## src/sv/srq_pkg.sv

```systemverilog
`timescale 1ns / 1ps

package srq_pkg;

    localparam int INDEX_BITS_DEF = 32;

    localparam logic [63:0] GOLDEN_GAMMA = 64'h9E3779B97F4A7C15;
    localparam logic [63:0] MIX_MUL_A    = 64'hBF58476D1CE4E5B9;
    localparam logic [63:0] MIX_MUL_B    = 64'h94D049BB133111EB;

    localparam logic [31:0] STEP_RESET = 32'h3F800000;
    localparam logic [63:0] SEED_RESET = 64'h0;

    localparam int CFG_IDX_W = 2;
    localparam logic [CFG_IDX_W-1:0] REG_STEP_SIZE = 2'd0;
    localparam logic [CFG_IDX_W-1:0] REG_RNG_SEED  = 2'd1;

    localparam int MANT_W   = 24;
    localparam int EXP_W    = 10;
    localparam int DIV_BITS = 55;
    localparam int U_W      = 53;
    localparam int FIX_W    = 86;

    // stage map: unpack, one stage per quotient bit, round, align, two finish stages
    localparam int ST_FIN1    = DIV_BITS + 3;
    localparam int NUM_STAGES = DIV_BITS + 5;
    localparam int HASH_LAST  = 5;

    typedef enum logic [1:0] {
        CLS_NORMAL,
        CLS_ZERO,
        CLS_INF,
        CLS_NAN
    } quot_class_t;

    typedef struct packed {
        logic [31:0] sample_bits;
        logic [31:0] element_index;
        logic        is_last;
    } in_item_t;

    typedef struct packed {
        logic signed [31:0] quant_code;
        logic               saturated;
        logic               invalid;
        logic               is_last_out;
    } out_item_t;

    typedef struct packed {
        quot_class_t              cls;
        logic                     sign;
        logic signed [EXP_W-1:0]  exp;
        logic                     is_last;
    } quot_side_t;

endpackage

```

## src/sv/srq_finish.sv

```systemverilog
`timescale 1ns / 1ps

module srq_finish (
    input  logic                         clk,
    input  logic                         advance,
    input  logic [srq_pkg::DIV_BITS-1:0] quot,
    input  logic                         rem_nz,
    input  srq_pkg::quot_side_t          side,
    input  logic [srq_pkg::U_W-1:0]      uniform,
    output srq_pkg::out_item_t           result
);
    import srq_pkg::*;

    // round stage
    logic [52:0]             mant_t;
    logic                    rg, rs, rinc;
    logic [53:0]             rsum;
    logic [52:0]             mant_next;
    quot_side_t              rside_next;
    logic [52:0]             mant_reg;
    quot_side_t              rside_reg;

    // align stage
    logic                    big, tiny;
    logic signed [EXP_W-1:0] sh_full;
    logic [141:0]            zwide;
    logic [FIX_W-1:0]        fix_next;
    logic                    stk_next;
    logic [FIX_W-1:0]        fix_reg;
    logic                    stk_reg;
    logic                    big_reg;
    quot_side_t              aside_reg;

    // first finish stage
    logic [30:0]             int_p;
    logic [52:0]             kf;
    logic                    fg, fs, nz;
    logic [53:0]             rneg;
    logic [31:0]             base_next;
    logic [53:0]             c_next;
    logic                    sat_next, inv_next;
    logic [31:0]             base_reg;
    logic [53:0]             c_reg;
    logic                    sat_reg, inv_reg, last_reg;

    logic                    up;
    out_item_t               result_next;
    out_item_t               result_reg;

    always_comb
    begin
        rside_next = side;
        if (quot[DIV_BITS-1])
        begin
            mant_t = quot[DIV_BITS-1:2];
            rg     = quot[1];
            rs     = quot[0] | rem_nz;
        end
        else
        begin
            mant_t = quot[DIV_BITS-2:1];
            rg     = quot[0];
            rs     = rem_nz;
            rside_next.exp = side.exp - 10'sd1;
        end
        rinc = rg & (rs | mant_t[0]);
        rsum = {1'b0, mant_t} + {53'b0, rinc};
        if (rsum[53])
        begin
            mant_next      = rsum[53:1];
            rside_next.exp = rside_next.exp + 10'sd1;
        end
        else
        begin
            mant_next = rsum[52:0];
        end
    end

    // |x| as fixed point: 31 integer bits, 53 fraction bits, guard, sticky
    assign big     = rside_reg.exp >= 10'sd31;
    assign tiny    = rside_reg.exp < -10'sd59;
    assign sh_full = rside_reg.exp + 10'sd59;
    assign zwide   = {89'b0, mant_reg} << sh_full[6:0];

    always_comb
    begin
        if (tiny)
        begin
            fix_next = '0;
            stk_next = 1'b1;
        end
        else
        begin
            fix_next = zwide[141:56];
            stk_next = |zwide[55:0];
        end
    end

    assign int_p = fix_reg[85:55];
    assign kf    = fix_reg[54:2];
    assign fg    = fix_reg[1];
    assign fs    = fix_reg[0] | stk_reg;
    assign nz    = (|kf) | fg | fs;
    assign rneg  = {1'b0, kf} + {53'b0, fg & (fs | kf[0])};

    always_comb
    begin
        base_next = 32'd0;
        c_next    = '0;
        sat_next  = 1'b0;
        inv_next  = 1'b0;
        case (aside_reg.cls)
            CLS_NAN:
            begin
                inv_next = 1'b1;
            end
            CLS_INF:
            begin
                sat_next  = 1'b1;
                base_next = aside_reg.sign ? 32'h8000_0000 : 32'h7FFF_FFFF;
            end
            CLS_ZERO:
            begin
                base_next = 32'd0;
            end
            CLS_NORMAL:
            begin
                if (aside_reg.sign)
                begin
                    if (big_reg)
                    begin
                        sat_next  = 1'b1;
                        base_next = 32'h8000_0000;
                    end
                    else
                    begin
                        base_next = nz ? ~{1'b0, int_p} : -{1'b0, int_p};
                        c_next    = nz ? ({1'b1, 53'b0} - rneg) : 54'd0;
                    end
                end
                else
                begin
                    if (big_reg || (int_p == 31'h7FFF_FFFF))
                    begin
                        sat_next  = 1'b1;
                        base_next = 32'h7FFF_FFFF;
                    end
                    else
                    begin
                        base_next = {1'b0, int_p};
                        c_next    = {1'b0, kf} + {53'b0, fg | fs};
                    end
                end
            end
            default:
            begin
                inv_next = 1'b1;
            end
        endcase
    end

    assign up = {1'b0, uniform} < c_reg;

    always_comb
    begin
        result_next.quant_code  = signed'(base_reg + {31'b0, up});
        result_next.saturated   = sat_reg;
        result_next.invalid     = inv_reg;
        result_next.is_last_out = last_reg;
    end

    always_ff @(posedge clk)
    begin
        if (advance)
        begin
            mant_reg   <= mant_next;
            rside_reg  <= rside_next;
            fix_reg    <= fix_next;
            stk_reg    <= stk_next;
            big_reg    <= big;
            aside_reg  <= rside_reg;
            base_reg   <= base_next;
            c_reg      <= c_next;
            sat_reg    <= sat_next;
            inv_reg    <= inv_next;
            last_reg   <= aside_reg.is_last;
            result_reg <= result_next;
        end
    end

    assign result = result_reg;

endmodule

```

## config.mk

```make
export PLATFORM = sky130hd
export DESIGN_NAME = srq_finish
export DESIGN_NICKNAME = d
export VERILOG_FILES = /design/src/sv/srq_pkg.sv /design/src/sv/srq_finish.sv
export SDC_FILE = /design/constraint.sdc
export NUM_CORES = 1
export LEC_CHECK = 0
export BUFFER_PORTS_ARGS = -buffer_cell sky130_fd_sc_hd__buf_2
export CORE_MARGIN = 2
export CORE_UTILIZATION = 55
export DETAILED_ROUTE_END_ITERATION = 7
export PLACE_DENSITY = 0.73
export SETUP_SLACK_MARGIN = 0.1
export SYNTH_ARGS = -nofsm -noshare
export SYNTH_HDL_FRONTEND = slang
export SYNTH_SLANG_ARGS = --single-unit
```

## constraint.sdc

```tcl
create_clock -name clk -period 5.55 [get_ports clk]
set_input_delay 0.8325 -clock clk [delete_from_list [all_inputs] [get_ports clk]]
set_output_delay 0.8325 -clock clk [all_outputs]
set_load 0.02 [all_outputs]
```

# [Word-level counts from Yosys, hierarchy flattened]
# Cells that the tools add are included.
# W data, S select, Z words.
[op_classes] n_lt_le_gt_ge=3 n_addsub=9 n_mux=21 bitwise_logic=10 eq_ne=3 shift=1 n_reduce_logical=4
[ops] op="$mux W54" n=4
[ops] op="$add A53 B1 Y54" n=3
[ops] op="$shl A53 B7 Y142" n=1
[ops] op="$mux W32" n=4
[ops] op="$pmux W32 S2" n=1
[ops] op="$reduce_or A56 Y1" n=1
[ops] op="$lt A53 B54 Y1" n=1
[ops] op="$sub A54 B54 Y54 const A" n=1
[ops] op="$mux W53" n=1
[ops] op="$reduce_or A53 Y1" n=1
[ops] op="$mux W52" n=1
[ops] op="$add A32 B1 Y32" n=1
[ops] op="$neg A31 Y32" n=1
[ops] op="$not A31 Y32" n=1
[ops] op="$eq A31 B31 Y1 const B" n=1
[ops] op="$mux W31" n=1
[ops] op="$mux W10" n=2
[ops] op="$add A10 B2 Y10 const B" n=1
[ops] op="$ge A10 B6 Y1 const B" n=1
[ops] op="$lt A10 B7 Y1 const B" n=1
[ops] op="$sub A10 B2 Y10 const B" n=1
[ops] op="$add A7 B7 Y7 const B" n=1
[ops] op="$or A1 B1 Y1" n=7
[ops] op="$mux W1" n=6
[ops] op="5 further kinds" n=7
[word_totals] register_bits=283 output_inout_bits=35 elab_cells=72

# [Longest topological paths before layout]
[logic_depth] word_depth=8 mapped_depth=24 ltp_nobuf=24

# [Worst setup path after synthesis]
# Ideal clock, no wire load.
[synth_timing] path_type="in2reg" startpoint="input quot[54] (netlist bit)" endpoint="register mant_reg[49] (data pin)" path_buffers=9 t_arrival_ns=4.887 cell_stages=23 slack_ns=0.406 path_cell_list="buf_6 buf_4 buf_6 buf_4 buf_2 buf_1 clkbuf_1 nand2_1 a21boi_0 ha_1 nand3_1 nor4_4 nand4_2 or3_4 nor2_4 and4_4 nand4_2 xnor2_1 mux2i_1 or2_1 buf_6 buf_6 nand2_1"
[synth_via] elab_chain_cells=5
[synth_rtl] item="start, declared" line_no="srq_finish.sv:6" rtl="input logic [srq_pkg::DIV_BITS-1:0] quot,"
[synth_rtl] item="$mux W1 or $mux W53 (tied branches)" line_no="srq_finish.sv:53" rtl="if (quot[DIV_BITS-1])"
[synth_rtl] item="$or A1 B1 Y1" line_no="srq_finish.sv:66" rtl="rinc = rg & (rs | mant_t[0]);"
[synth_rtl] item="$and A1 B1 Y1" line_no="srq_finish.sv:66"
[synth_rtl] item="$add A53 B1 Y54 *" line_no="srq_finish.sv:67" rtl="rsum = {1'b0, mant_t} + {53'b0, rinc};"
[synth_rtl] item="$mux W52 *" line_no="srq_finish.sv:68" rtl="if (rsum[53])"
[synth_rtl] item="named net mant_next[49]" line_no="srq_finish.sv:18" rtl="logic [52:0] mant_next;"
[synth_rtl] item="end signal, assigned" line_no="srq_finish.sv:176" rtl="mant_reg <= mant_next;"
[synth_rtl] item="end, declared" line_no="srq_finish.sv:20" rtl="logic [52:0] mant_reg;"
# The timed path passes the listed nets; every way through them passes the cells marked *.
# A chain may end at the register's enable or synchronous reset.

==> run metrics <==
Die W=around 220 µm; Core ar.=between 40000 and 50000 µm²; DRT iter0 DRCs=around 2.1k; hold crit path type=flop to flop; total of max-cap violations=0; worst stage delay on the critical path=0.35 ns; residual DRC count=0; most frequent cells in the layout=334 x nand2_1, 294 x nor2_1, 283 x edfxtp_1, 199 x a21oi_1, 191 x ha_1; fin util=approximately three fifths; Avg Inst Size Synth=8.728 µm²; Worst-Skew Late Latency=0.57 ns; Fin. Hold Viols=0; register area share after synthesis=33.78%; Final WS setup=about 0.56 ns; final wirelength=76850 µm; CTS tree=built; GRT Overall Usage=32.17%; clock buffer depth=3; Worst R2R End=result[33]; RD Place Congestion=~1.0; endpoint type of the worst setup path=flop; Setup-failing EPs final=0; Layout Nets=~3.3k; Crit path top cell by count=a21o_1; ys flop type=edfxtp_1; WP data arrival=around 5.3 ns; layout cells sized above 1=12.06%; Final Max Tran Viols=0; Post-Syn Nets=between 3k and 4k; Setup TNS=0 ns; antenna violations before repair=1; CTS sink cnt=roughly 280; leading cell type in the layout, fill and taps excluded=nand2_1; Ys Warns=0; pwr dens=around 330 nW/µm²; Post-synth EDFFs=around 280; 1st-pass router iterations=6; Largest register FFs=86; Die Y=about 220 µm; CP Launch Point=uniform[7]; Fmax=0.2005 GHz; worst-case clock skew=approximately 0.025 ns; hold bufs inserted after CTS=0; PostCTS Resize Cnt=0; CP Max Fanout=3; clock root buffer=clkbuf_16; Post-Synthesis Cells=roughly 2.9k; CP Launch Type=primary input; Final min period=approximately 5 ns; number of buffers created by CTS=34; Worst R2R Path Depth=24; Leak=between 10 and 15 nW; Reg clk slew, reported paths=about 0.060 ns; Via Count=between 20k and 25k; Vias/cell=6.201; r2r setup slk=between 0.5 and 0.6 ns; row cnt=78; Setup crit end=result[33]; RSZ-0062 raised after global routing=no; first-pass GRT wire length=about 120000 µm; post-synthesis sequential element count=about 280; Crit path required time=5.86 ns; Synth cell types=between 80 and 90; worst-path cell chain=buf_2 -> ha_1 -> a21o_1 -> a21o_1 -> a21o_1 -> a21oi_1 -> nor2b_1 -> o21ai_0 -> nand2b_1 -> a211oi_1 -> o31ai_1 -> a21o_1 -> a21oi_1 -> ha_1 -> ha_1 -> nand3_1 -> nor2_1 -> nand2_1 -> nor2_1 -> and4_1 -> nand3_1 -> or2_2 -> nor3_1 -> xnor2_1; area delta synth->final=10.62%; htree depth=2; Synth async-reset ratio=0%; Max VDD drop=0.2027 mV; gr ovfl total=0; Crit Path Category=primary input to flop; PortBufs=between 150 and 200; Die ar.=approximately 47000 µm²; slowest CP cell=or2_2; Tcrit/Tclk final=between 80% and 90%; io pins=160; routed length per instance=between 20 and 25 µm; max_slew headroom=around 20%; Slew @ Worst Pin=roughly 1.2 ns; R2R Path Start=c_reg[7]; vias in the first global route=around 21k; Cell Area, Synth=25150 µm²; Setup Fix Bufs, Post-CTS=0; starting density of the core=between 50 and 60%; status=finished clean; largest net degree at the start of global routing=~120; dpl ws=-0.08819 ns; dpl hpwl=a little over 60000 µm; Antenna Violating Nets Remaining=0
cell type report:
| class | instances | area (µm²) |
|---|---|---|
| Clock buffer | 36 | 858.3 |
| Sequential cell | 283 | 8498 |
| Tap cell | 600 | 750.7 |
| Timing Repair Buffer | 213 | 1264 |
| Fill cell | 3852 | 17460 |
| Clock inverter | 24 | 297.8 |
| Antenna cell | 1 | 2.502 |
| Inverter | 179 | 671.9 |
| Multi-Input combinational cell | 2275 | 15480 |
worst min path at each step:
| stage | startpoint | end | slack (ns) | cells past startpoint |
|---|---|---|---|---|
| floorplan | rside_reg[0] | aside_reg[0] | 0.40 | 0 |
| global placement | inv_reg | result[1] | 0.40 | 0 |
| detailed placement | rside_reg[0] | aside_reg[0] | 0.41 | 0 |
| CTS | rside_reg[11] | aside_reg[11] | 0.43 | 0 |
| global route | rside_reg[11] | aside_reg[11] | 0.43 | 0 |
| finish | rside_reg[11] | aside_reg[11] | 0.43 | 0 |
kinds of logic after synthesis:
kind of cell | synth area share (%)
AOI/OAI and AO/OA | 16.98
xor gates and xnor gates | 7.799
adders and majority gates | 9.550
buffers and inverters | 5.113
DFF | 33.78
muxes | 7.252
and+or+nand+nor | 19.52
per-layer routing:
metal / vias to the layer above / routed length [µm] / global-route usage, %
li1: 10690 / - / -
met1: 10660 / 31900 / 41.99
met2: 896 / 36910 / 54.56
met3: 156 / 4869 / 3.696
met4: 0 / 3170 / 12.88
met5: - / 0 / 0
metrics by stage:
stage	instance area, µm²	std cells	power, mW	hold WS (ns)
2_1_floorplan	25150	2882	5.432	0.4003
3_3_place_gp	26670	3550	6.729	0.4031
3_5_place_dp	26670	3550	6.763	0.4064
4_1_cts	27820	3610	9.087	0.4287
5_1_grt	27820	3610	9.600	0.4291
6_report	27830	3611	9.157	0.4262
critical path: cells and delay by family:
kind | cells | cell delay (ns)
AO/OA/AOI/OAI | 9 | 1.84
adder cells (fa/ha/maj) | 3 | 0.78
AND/OR/NAND/NOR | 10 | 1.66
buffers and inverters | 1 | 0.10
XOR/XNOR | 1 | 0.09
synth_stat cells (all sizes together) (21+ instances only):
cell type,instances,share of area [%]
nand2,335,5.0
nor2,295,4.4
edfxtp,283,34
a21oi,199,4.0
ha,192,9.6
inv,178,2.7
xnor2,154,5.4
o21ai,150,3.0
nand3,94,1.9
clkbuf,88,1.3
o22ai,77,1.9
mux2i,72,2.9
xor2,70,2.4
nand4,60,1.5
buf,57,1.1
nor3,54,1.1
nor2b,46,1.1
a211oi,38,1.1
mux4,36,3.2
a22oi,34,1.0
a31oi,28,0.70
and3,28,0.70
mux2,26,1.2
a21o,24,0.72
nor4,21,0.67
power by group:
group / switching [mW] / leakage (nW) / internal [mW]
Sequential: 0.210 / 2.87 / 2.63
Clock: 0.944 / 0.558 / 1.38
Combinational: 2.55 / 7.57 / 1.44
No activity file was read; power rests on OpenSTA's default activity.
